File: src/hw/rtl/accumulator_machine_execute_defines.svh
// Assertion helpers shared by the execute block.
`ifndef ACCUMULATOR_MACHINE_EXECUTE_DEFINES_SVH
`define ACCUMULATOR_MACHINE_EXECUTE_DEFINES_SVH

// Same-cycle implication.
`define AMX_ASSERT_NOW(label, clk, rst, ante, cons, msg) \
  label: assert property (@(posedge clk) disable iff (rst) (ante) |-> (cons)) \
    else $error(msg);

// Next-cycle implication.
`define AMX_ASSERT_NEXT(label, clk, rst, ante, cons, msg) \
  label: assert property (@(posedge clk) disable iff (rst) (ante) |=> (cons)) \
    else $error(msg);

`endif

File: src/hw/rtl/amx_pkg.sv
package amx_pkg;

  localparam int MEM_DEPTH_DEF  = 256;
  localparam int DATA_WIDTH_DEF = 32;

  localparam int OP_W   = 4;
  localparam int ADDR_W = 9;
  localparam int WORD_W = 32;
  localparam int PC_W   = 16;

  localparam logic [OP_W-1:0] OP_SET   = 4'd0;
  localparam logic [OP_W-1:0] OP_LDR   = 4'd1;
  localparam logic [OP_W-1:0] OP_ADD   = 4'd2;
  localparam logic [OP_W-1:0] OP_INC   = 4'd3;
  localparam logic [OP_W-1:0] OP_DEC   = 4'd4;
  localparam logic [OP_W-1:0] OP_STR   = 4'd5;
  localparam logic [OP_W-1:0] OP_SHW   = 4'd6;
  localparam logic [OP_W-1:0] OP_PAUSE = 4'd7;
  localparam logic [OP_W-1:0] OP_END   = 4'd8;
  localparam logic [OP_W-1:0] OP_BAD   = 4'd9;

  // ADD modes
  localparam logic [1:0] ADD_ACC = 2'd1;
  localparam logic [1:0] ADD_TWO = 2'd2;
  localparam logic [1:0] ADD_MEM = 2'd3;

  // SET value sources
  localparam logic [1:0] SRC_IMM  = 2'd0;
  localparam logic [1:0] SRC_MEM  = 2'd1;
  localparam logic [1:0] SRC_ZERO = 2'd2;

  // SHW targets
  localparam logic [2:0] SHOW_ACC   = 3'd0;
  localparam logic [2:0] SHOW_ICR   = 3'd1;
  localparam logic [2:0] SHOW_MAR   = 3'd2;
  localparam logic [2:0] SHOW_MDR   = 3'd3;
  localparam logic [2:0] SHOW_STATE = 3'd4;
  localparam logic [2:0] SHOW_MEM   = 3'd5;
  localparam logic [2:0] SHOW_NONE  = 3'd6;

  // Control state code reported by SHW: EXECUTE
  localparam logic [WORD_W-1:0] CTRL_EXECUTE = 32'd2;

  // Classified instruction handed from front to back
  typedef struct packed {
    logic [OP_W-1:0]   op;
    logic [1:0]        add_mode;
    logic [1:0]        set_src;
    logic [2:0]        tgt;
    logic [ADDR_W-1:0] a;
    logic [ADDR_W-1:0] b;
    logic [ADDR_W-1:0] c;
    logic [WORD_W-1:0] imm;
    logic              a_ok;
    logic              b_ok;
    logic              c_ok;
    logic              err;
  } amx_instr_t;

endpackage

File: src/hw/rtl/amx_req_if.sv
interface amx_req_if;
  import amx_pkg::*;

  logic                     valid;
  logic                     ready;
  logic [OP_W-1:0]          req_type;
  logic [ADDR_W-1:0]        addr_a;
  logic [ADDR_W-1:0]        addr_b;
  logic [ADDR_W-1:0]        addr_c;
  logic [1:0]               operand_count;
  logic [1:0]               source_kind;
  logic signed [WORD_W-1:0] immediate;
  logic [2:0]               show_target;

  modport source (
    output valid, req_type, addr_a, addr_b, addr_c, operand_count, source_kind,
           immediate, show_target,
    input  ready
  );

  modport sink (
    input  valid, req_type, addr_a, addr_b, addr_c, operand_count, source_kind,
           immediate, show_target,
    output ready
  );
endinterface

File: src/hw/rtl/amx_front.sv
module amx_front #(
  parameter int MEM_DEPTH = amx_pkg::MEM_DEPTH_DEF
) (
  input  logic                clk,
  input  logic                rst,
  amx_req_if.sink             req,
  output logic                q_valid,
  input  logic                q_ready,
  output amx_pkg::amx_instr_t q_data
);
  import amx_pkg::*;

  localparam int QDEPTH = 4;
  localparam int PW     = $clog2(QDEPTH);
  localparam int CW     = $clog2(QDEPTH + 1);
  localparam logic [ADDR_W-1:0] ADDR_LIM = ADDR_W'(MEM_DEPTH);

  amx_instr_t      dec;
  amx_instr_t      slots [QDEPTH];
  logic [PW-1:0]   wr_ptr;
  logic [PW-1:0]   rd_ptr;
  logic [CW-1:0]   count;
  logic            push;
  logic            pop;
  logic            use_a;
  logic            use_b;
  logic            use_c;

  // Classify the item: normalize modes, flag the operands it touches.
  always_comb begin
    dec          = '0;
    use_a        = 1'b0;
    use_b        = 1'b0;
    use_c        = 1'b0;
    dec.a        = req.addr_a;
    dec.b        = req.addr_b;
    dec.c        = req.addr_c;
    dec.imm      = req.immediate;
    dec.a_ok     = req.addr_a < ADDR_LIM;
    dec.b_ok     = req.addr_b < ADDR_LIM;
    dec.c_ok     = req.addr_c < ADDR_LIM;
    dec.add_mode = (req.operand_count == 2'd0) ? ADD_ACC : req.operand_count;
    dec.set_src  = (req.source_kind > SRC_ZERO) ? SRC_ZERO : req.source_kind;
    dec.tgt      = (req.show_target > SHOW_NONE) ? SHOW_NONE : req.show_target;
    case (req.req_type)
      OP_SET: begin
        dec.op = OP_SET;
        use_a  = 1'b1;
        use_b  = dec.set_src == SRC_MEM;
      end
      OP_LDR: begin
        dec.op = OP_LDR;
        use_a  = 1'b1;
      end
      OP_ADD: begin
        dec.op = OP_ADD;
        use_a  = 1'b1;
        use_b  = dec.add_mode != ADD_ACC;
        use_c  = dec.add_mode == ADD_MEM;
      end
      OP_INC: begin
        dec.op = OP_INC;
        use_a  = 1'b1;
      end
      OP_DEC: begin
        dec.op = OP_DEC;
        use_a  = 1'b1;
      end
      OP_STR: begin
        dec.op = OP_STR;
        use_a  = 1'b1;
      end
      OP_SHW: begin
        dec.op = OP_SHW;
        use_a  = dec.tgt == SHOW_MEM;
      end
      OP_PAUSE: dec.op = OP_PAUSE;
      OP_END:   dec.op = OP_END;
      default:  dec.op = OP_BAD;
    endcase
    dec.err = (use_a && !dec.a_ok) || (use_b && !dec.b_ok) || (use_c && !dec.c_ok);
  end

  assign req.ready = count != CW'(QDEPTH);
  assign push      = req.valid && req.ready;
  assign q_valid   = count != '0;
  assign pop       = q_valid && q_ready;
  assign q_data    = slots[rd_ptr];

  always_ff @(posedge clk) begin
    if (rst) begin
      wr_ptr <= '0;
      rd_ptr <= '0;
      count  <= '0;
    end else begin
      if (push) begin
        wr_ptr <= wr_ptr + 1'b1;
      end
      if (pop) begin
        rd_ptr <= rd_ptr + 1'b1;
      end
      count <= count + CW'(push) - CW'(pop);
    end
  end

  always_ff @(posedge clk) begin
    if (push) begin
      slots[wr_ptr] <= dec;
    end
  end
endmodule

File: src/flat_wrapper.sv
// flat-port wrapper written by rule: the top's interface ports become plain ports
module amx_front_flat import amx_pkg::*;
#(
  parameter int MEM_DEPTH = amx_pkg::MEM_DEPTH_DEF
)
  (clk, rst, q_valid, q_ready, q_data, req_valid, req_req_type, req_addr_a, req_addr_b, req_addr_c, req_operand_count, req_source_kind, req_immediate, req_show_target, req_ready);
  amx_req_if req_i ();
  input  logic clk;
  input  logic rst;
  output logic q_valid;
  input  logic q_ready;
  output amx_pkg::amx_instr_t q_data;
  input wire logic [$bits(req_i.valid)-1:0] req_valid;
  input wire logic [$bits(req_i.req_type)-1:0] req_req_type;
  input wire logic [$bits(req_i.addr_a)-1:0] req_addr_a;
  input wire logic [$bits(req_i.addr_b)-1:0] req_addr_b;
  input wire logic [$bits(req_i.addr_c)-1:0] req_addr_c;
  input wire logic [$bits(req_i.operand_count)-1:0] req_operand_count;
  input wire logic [$bits(req_i.source_kind)-1:0] req_source_kind;
  input wire logic [$bits(req_i.immediate)-1:0] req_immediate;
  input wire logic [$bits(req_i.show_target)-1:0] req_show_target;
  output wire logic [$bits(req_i.ready)-1:0] req_ready;
  assign req_i.valid = req_valid;
  assign req_i.req_type = req_req_type;
  assign req_i.addr_a = req_addr_a;
  assign req_i.addr_b = req_addr_b;
  assign req_i.addr_c = req_addr_c;
  assign req_i.operand_count = req_operand_count;
  assign req_i.source_kind = req_source_kind;
  assign req_i.immediate = req_immediate;
  assign req_i.show_target = req_show_target;
  assign req_ready = req_i.ready;
  amx_front #(.MEM_DEPTH(MEM_DEPTH)) u_core (.clk(clk), .rst(rst), .req(req_i), .q_valid(q_valid), .q_ready(q_ready), .q_data(q_data));
endmodule
File: config.mk
export PLATFORM = sky130hd
export DESIGN_NAME = amx_front_flat
export DESIGN_NICKNAME = d
export VERILOG_FILES = /design/src/hw/rtl/accumulator_machine_execute_defines.svh /design/src/hw/rtl/amx_pkg.sv /design/src/hw/rtl/amx_req_if.sv /design/src/hw/rtl/amx_front.sv /design/src/flat_wrapper.sv
export SDC_FILE = /design/constraint.sdc
export NUM_CORES = 1
export LEC_CHECK = 0
export BUFFER_PORTS_ARGS = -buffer_cell sky130_fd_sc_hd__buf_2
export CAP_MARGIN = 0
export CELL_PAD_IN_SITES_DETAIL_PLACEMENT = 1
export CELL_PAD_IN_SITES_GLOBAL_PLACEMENT = 1
export CORE_ASPECT_RATIO = 1.1
export CORE_MARGIN = 3
export CORE_UTILIZATION = 52
export CTS_BUF_LIST = sky130_fd_sc_hd__clkbuf_8
export DETAILED_ROUTE_END_ITERATION = 8
export PLACE_DENSITY = 0.88
export SYNTH_ARGS = -nofsm -noshare
export SYNTH_HDL_FRONTEND = slang
export SYNTH_SLANG_ARGS = --single-unit
File: constraint.sdc
create_clock -name clk -period 3.95 [get_ports clk]
set_clock_uncertainty 0.2 [all_clocks]
set_input_delay 0.9875 -clock clk [delete_from_list [all_inputs] [get_ports clk]]
set_output_delay 0.9875 -clock clk [all_outputs]
set_load 0.01 [all_outputs]
== Word-level counts from Yosys, hierarchy flattened ==
Memories as Yosys holds them, arrays and structs flattened. A register that Yosys moved wholly into a read port is not among the register bits.
Index checks and enable logic that the tools add are counted.
Operators by class
  add/sub/neg operators: 4
  magnitude comparators: 5
  equal/unequal tests: 13
  multiplexer cells: 11
  reduce and logical (&&, ||, !) cells: 14
Operators with widths (number)
  $pmux W4 S9: 1
  $lt A9 B9 Y1 const B: 3
  $eq A4 B3 Y1 const B: 4
  $eq A4 B2 Y1 const B: 2
  $mux W2: 4
  $reduce_or A6 Y1: 1
  $logic_and A1 B1 Y1: 5
  $add A2 B1 Y2 const B: 2
  $eq A4 B1 Y1 const B: 1
  $eq A4 B4 Y1 const B: 1
  $logic_not A4 Y1: 1
  $pmux W1 S2: 2
  $add A3 B1 Y3: 1
  $eq A3 B3 Y1 const B: 1
  $gt A3 B3 Y1 const B: 1
  $logic_not A1 Y1: 3
  $mux W1: 3
  $mux W3: 1
  $ne A3 B3 Y1 const B: 1
  $reduce_bool A3 Y1: 1
  $sub A3 B1 Y3: 1
  $eq A2 B1 Y1 const B: 1
  $eq A2 B2 Y1 const B: 1
  $gt A2 B2 Y1 const B: 1
  3 further kinds: 4
Word-level totals
  register bits after elaboration: 7
  memory bits (writable): 296
  output and inout port bits: 76
  memories: 1
Memory list
  u_core.slots: depth 4, width 74, rd ports 1, clocked after Yosys merged registers in 1, write ports 1, line amx_front.sv:19  | amx_instr_t slots [QDEPTH];

== Logic depth before layout (Yosys ltp) ==
Gate-level depths: netlist of run 1.
  depth after elaboration: 7
  depth in mapped cells: 7

== Least setup slack after synthesis of run 1 ==
Ideal clock, no wire load.
  path type: input -> register
  from: input port req_valid
  to: memory u_core.slots[0][0] (netlist name), enable pin
  library setup time: 441 ps
  data arrival time: 2757 ps
  required time: 3309 ps
  slack: 553 ps
  stages on the path: 1
  path buffers: 0
  path through: and3_1
On the way
  longest elaborated chain between the ends: 3
RTL lines
  start: declaration: line flat_wrapper.sv:13  | input wire logic [$bits(req_i.valid)-1:0] req_valid;
  $logic_and A1 B1 Y1: line amx_front.sv:85  | assign push = req.valid && req.ready;
  $mux W1: line amx_front.sv:107  | if (push) begin
  $mux W1 (implied by the code): line amx_front.sv:108  | slots[wr_ptr] <= dec;
  end: declaration: line amx_front.sv:19
Every way passes these cells.

==> results of run 1 <==
[kinds of logic after synthesis]
group                      count (synthesis)
buffers and inverters                     32
AOI/OAI and AO/OA                         12
muxes                                     74
DFF                                      305
xor gates and xnor gates                   4
and+or+nand+nor                           25
adders and majority gates                  7
[power groups by stage]
stage	clock network [mW]	logic (mW)	registers [mW]
after CTS	2.36	1.84	4.06
after floorplan	0	1.24	4.02
after global placement	0	1.77	4.09
after global routing	2.52	1.93	4.08
after detailed placement	0	1.84	4.12
final	2.29	1.78	4.05
[layer usage]
metal	share of wire [%]	GRT usage [%]	vias up
met5	0.056	0	-
met2	53	36.0	178
met4	1.8	5.60	2
met1	39	25.1	2817
li1	-	-	2309
met3	5.7	5.08	31
[layout make-up]
cell class / instances / area share, %
clock buffer: 49 / 5.10
inverter: 11 / 0.312
clock inverter: 37 / 1.19
sequential: 305 / 68.6
tap: 285 / 2.70
timing repair buffer: 156 / 6.70
multi-input combinational: 122 / 15.4
[flip-flops by register name (all words and copies together) (netlist names), named ones only]
signal         cells
u_core.slots     296
u_core.rd_ptr      2
u_core.wr_ptr      2
u_core.count       3
[cells in the mapped netlist, types with 4 or more instances]
cell and count:
buf_2 7, clkbuf_1 6, dfxtp_1 9, inv_1 11, edfxtp_1 296, mux4_2 74
nor2_1 7, nor2b_1 5, ha_1 6, and3_1 4, buf_6 7
[per-stage QoR]
step / hold slack (ns) / setup WS [ns]
after floorplan: 0.278 / 0.553
after global placement: 0.301 / 1.09
after detailed placement: 0.328 / 1.07
after CTS: 0.336 / 0.463
after global routing: 0.387 / 0.387
final: 0.339 / 0.541
[final timing paths]
kind / startpoint / endpoint / cells past startpoint
max: flip-flop / q_data[67] / 3
min: u_core.wr_ptr[0] / u_core.wr_ptr[0] / 2
max reg2reg: u_core.count[1] / u_core.slots[2][60] / 4
min reg2reg: u_core.wr_ptr[0] / u_core.wr_ptr[0] / 2
[worst min-delay path, stage by stage (launching register included)]
cell	delay (ns)
dfxtp_1	0.34
o21ai_0	0.09
a21oi_1	0.06
==> reports/results.ini, run 1 <==
[outcome]
status=finished, final reports clean

[clock_network]
cts_max_level=2
clk-insertion-delay-late_ns=0.54
clock_tree_from_tritoncts=yes
postCtsHoldBufs=0
number_of_buffers_inserted_during_clock_tree_synthesis=48
clock_tree.root_cell=clkbuf_8
cts.repair_timing.setup_buffer_count=0
cts_resized=0
clkSlewWorstSetupHoldPaths_ns=0.06
cts_buffer_depth=3
numClockSinks=305

[timing]
worst-slew-pin-transition_ns=0.650
rsz0062_at_grt=no
fin_crit_ns=3.41
final_min_period_over_clock_period_pct=86.3
timing.final.hold_violations=0
maxSlewHeadroom_pct=56.7
setup-tns-final_ns=0
drv_slew=0
finalSetupViolations=0
achievable_clock_frequency_mhz=293

[logic_synthesis]
synth-adder-area-share_pct=0.844
synth_compound_area_share_pct=0.710
ys_dominant_reg_cell=edfxtp_1
synth_cell_type_count=30
syn-instance-count=459
avg_cell_area_syn_um2=24.6
synth_top_area_share_pct=78.8
syn_area_mm2=0.0113
yosys-top-cells-area=edfxtp_1, mux4_2, dfxtp_1
synthMuxAreaShare_pct=14.8
yosys_warnings=0
synth_enable_flop_cells=296
yosys_register_bits=305
synth.largest_area_cell=edfxtp_1
synth_seq_area_share_pct=80.4
async_flop_share_pct=0
post_synth_and_or_nand_nor_area_fraction_pct=1.27
xor_xnor_fraction_of_synth_area_pct=0.311
net_count_after_synthesis=540
dominant_combinational_cell_family_by_area_after_synthesis=multiplexers

[detailed_routing]
ant_nets=0
drc_errors=0
routed-via-count=5337
postRouteWirelength_mm=23.3
vias_per_cell=5.53
dr.pass1.iters=4
post_drt_wl_per_cell_um=24.2
drt_iter0_drc=411

[cells_and_area]
fin_nets=725
layout.filler_cells=1797
ff_latch_area_mm2=0.00908
area.growth.synth_to_final_pct=17.4
multi_input_gate_area_mm2=0.00204
num_antenna_cells=0
layout-drive-gt1-share_pct=43.2
layoutNonFillerInstCount=965
stdcell_area_mm2=0.0132
layout_commonest_cell=edfxtp_1
layout.cells.most_common_list=edfxtp_1, buf_2, mux4_2
postLayoutCoreUtil_pct=63.2

[placed_design]
io_buffer_count=149
placed_cells_incl_taps=879
post-dp-hpwl_mm=14.8
placed_area_mm2=0.0124
globalplace.congestion=0.751

[worst_setup_path]
cp-end-kind=output port
worst_path_largest_cell_delay_ns=0.60
path_cells=buf_12 > mux4_2 > buf_2
timing_worst_setup_path_type=reg -> out
start_kind=flip-flop
worstPathRequired_ns=2.76
critical_path_arrival_ns=2.22
worst-r2r-setup-slack_ns=1.63
max_fo_critical_path=31
timing.critical_path.max_delay_family=flip-flops
timing.critical_path.slowest_stage_cell=dfxtp_4
path_buf_inv=2

[pwr]
combinationalPowerShare_pct=22.0
net-switching-power_mw=2.21
share_clk_of_total_power_pct=28.2
p_int_mw=5.92
p_seq_share_pct=49.9
switching_share_pct=27.2
power_per_cell_area_mw_per_mm2=614
total_leakage_power_nw=4.50
power.total_mw=8.13
vdd.ir_drop.worst_uv=411

[floorplan]
initial_core_util_pct=53.9
floorplan.die.width_um=146
design.core.area_mm2=0.0209
floorplan.rows=55
ioPinCount=150
die_h_um=160
die-area_mm2=0.0235

[worst_hold_path]
class_of_the_most_critical_hold_timing_path=reg -> reg

[grt]
grt_pass1_vias=6213
grt_antenna_before_repair=1
aggregate_global_routing_overflow=0
grt_use_total_pct=20.3
largest_net_degree_at_the_start_of_global_routing=44
first_pass_grt_wire_length_mm=36.1

[run]
drv.max_cap_violation_count=0

Power figures use the tool's default switching activity.
==> inputs of run 2 (changes only) <==
--- a/config.mk
+++ b/config.mk
@@ -7,11 +7,9 @@
 export LEC_CHECK = 0
 export BUFFER_PORTS_ARGS = -buffer_cell sky130_fd_sc_hd__buf_2
 export CAP_MARGIN = 0
-export CELL_PAD_IN_SITES_DETAIL_PLACEMENT = 1
-export CELL_PAD_IN_SITES_GLOBAL_PLACEMENT = 1
 export CORE_ASPECT_RATIO = 1.1
 export CORE_MARGIN = 3
-export CORE_UTILIZATION = 52
+export CORE_UTILIZATION = 59
 export CTS_BUF_LIST = sky130_fd_sc_hd__clkbuf_8
 export DETAILED_ROUTE_END_ITERATION = 8
 export PLACE_DENSITY = 0.88
==> reports/results.ini, run 2 (synthesis gave the netlist of run 1 again) <==
[cells_and_area]
num_antenna_cells=0  ; unchanged
stdcell_area_mm2=0.0131  ; -0.74%
multi_input_gate_area_mm2=0.00204  ; unchanged
largest_register_ffs=296  ; unchanged
fin_nets=724  ; -0.14%
layout.filler_cells=1109  ; -38%
layout.cells.most_common_list=edfxtp_1, buf_2, mux4_2
reg_top3=u_core.slots: 296 flops, u_core.count: 3 flops
top_register=u_core.slots
postLayoutCoreUtil_pct=70.6  ; +7.3 points
ff_latch_area_mm2=0.00908  ; unchanged
layout_commonest_cell=edfxtp_1
layoutNonFillerInstCount=920  ; -4.7%
layout-drive-gt1-share_pct=42.8  ; -0.40 points
area.growth.synth_to_final_pct=16.5

[pwr]
net-switching-power_mw=2.09  ; -5.6%
power.total_mw=7.95  ; -2.2%
p_seq_share_pct=50.5  ; +0.6 points
total_leakage_power_nw=4.47  ; -0.54%
switching_share_pct=26.3  ; -0.94 points
combinationalPowerShare_pct=22.3  ; +0.3 points
share_clk_of_total_power_pct=27.2  ; -1.0 points
p_int_mw=5.86  ; -0.90%
vdd.ir_drop.worst_uv=377  ; -8.3%
power_per_cell_area_mw_per_mm2=605  ; -1.4%

[worst_setup_path]
max_fo_critical_path=31  ; unchanged
critical_path_arrival_ns=2.20  ; -0.02 ns
cp-end-kind=output port
start_kind=flip-flop
timing_worst_setup_path_type=reg -> out
worstPathRequired_ns=2.76  ; about the same

[clock_network]
numClockSinks=305  ; unchanged
number_of_buffers_inserted_during_clock_tree_synthesis=45  ; -6.3%
cts_max_level=2  ; unchanged
cts_resized=0  ; unchanged
clock_tree_from_tritoncts=yes
clk-insertion-delay-late_ns=0.52  ; -0.02 ns
clock_tree.root_cell=clkbuf_8
cts.repair_timing.setup_buffer_count=0  ; unchanged
postCtsHoldBufs=0  ; unchanged
clkSlewWorstSetupHoldPaths_ns=0.06  ; about the same
cts_buffer_depth=3  ; unchanged

[detailed_routing]
post_drt_wl_per_cell_um=21.6  ; -11%
dr.pass1.iters=4  ; unchanged
drc_errors=0  ; unchanged
vias_per_cell=5.64  ; +2.0%
postRouteWirelength_mm=19.9  ; -15%
routed-via-count=5191  ; -2.7%
drt_iter0_drc=350  ; -15%
ant_nets=0  ; unchanged

[placed_design]
globalplace.congestion=0.751  ; unchanged
placed_area_mm2=0.0123  ; -0.40%
post-place-ws_ns=1.06  ; -0.00713 ns
post-dp-hpwl_mm=12.5  ; -16%
io_buffer_count=149  ; unchanged
placed_cells_incl_taps=839  ; -4.6%

[timing]
timing.hold.ws_ns=0.324  ; -0.0146 ns
worst-slew-pin-transition_ns=0.541  ; -0.108 ns
setup-tns-final_ns=0  ; unchanged
timing.final.ws_setup_ns=0.560  ; +0.0191 ns
rsz0062_at_grt=no
maxSlewHeadroom_pct=63.9  ; +7.2 points
drv_slew=0  ; unchanged
finalSetupViolations=0  ; unchanged
fin_crit_ns=3.39  ; -0.0191 ns
achievable_clock_frequency_mhz=295  ; +0.56%
final_min_period_over_clock_period_pct=85.8  ; -0.48 points
timing.final.hold_violations=0  ; unchanged

[worst_hold_path]
class_of_the_most_critical_hold_timing_path=reg -> reg

[grt]
largest_net_degree_at_the_start_of_global_routing=75  ; +70%
grt_antenna_before_repair=0  ; -1
grt_use_total_pct=19.7  ; -0.61 points
aggregate_global_routing_overflow=0  ; unchanged
first_pass_grt_wire_length_mm=30.6  ; -15%
grt_pass1_vias=5524  ; -11%

[floorplan]
ioPinCount=150  ; unchanged
design.core.area_mm2=0.0186  ; -11%
initial_core_util_pct=60.6  ; +6.7 points
die-area_mm2=0.0208  ; -11%
floorplan.rows=52  ; -5.5%
die_h_um=151  ; -5.9%
floorplan.die.width_um=138  ; -5.9%

[run]
drv.max_cap_violation_count=0  ; unchanged

[outcome]
status=finished, final reports clean

-- run 2: cell types whose count changed in the layout (fill, tap and decap cells not counted), sizes merged --
cell    change
buf         +2
clkinv      -2
clkbuf      -2
inv         -1
-- run 2: path summary, 6_finish.rpt --
check,startpoint,to,slack [ns],cells past startpoint
hold / removal,u_core.wr_ptr[1],u_core.wr_ptr[1],0.32,2
hold reg to reg,u_core.wr_ptr[1],u_core.wr_ptr[1],0.32,2
setup / recovery,flip-flop,q_data[53],0.56,3
setup reg to reg,u_core.count[1],u_core.slots[2][46],1.75,4
-- run 2: power groups by stage --
| stage | Combinational, mW | Clock (mW) | Sequential [mW] |
|---|---|---|---|
| final | 1.77 | 2.17 | 4.01 |
| after global routing | 1.94 | 2.37 | 4.04 |
| after global placement | 1.77 | 0 | 4.06 |
| after CTS | 1.82 | 2.23 | 4.02 |
| after floorplan | 1.24 | 0 | 4.02 |
| after detailed placement | 1.81 | 0 | 4.09 |
-- run 2: layout make-up --
type / count / area share, %
clock inverters: 34 / 1.05
repair buffers: 158 / 6.76
multi-input cells: 122 / 15.5
clock buffers: 47 / 4.93
inverters: 11 / 0.314
well taps: 243 / 2.31
flip-flops and latches: 305 / 69.1
-- run 2: worst max-delay path, cell delays in order (launching register included) --
cell and delay [ns]:
dfxtp_4 0.60, buf_12 0.31, mux4_2 0.58, buf_2 0.16
-- run 2: metal layers --
layer,global-route usage (%),vias to the layer above,part of all wire [%]
li1,-,2304,-
met1,26.5,2656,40
met2,32.4,201,51
met3,5.18,30,7.4
met4,5.78,0,1.7
met5,0,-,0
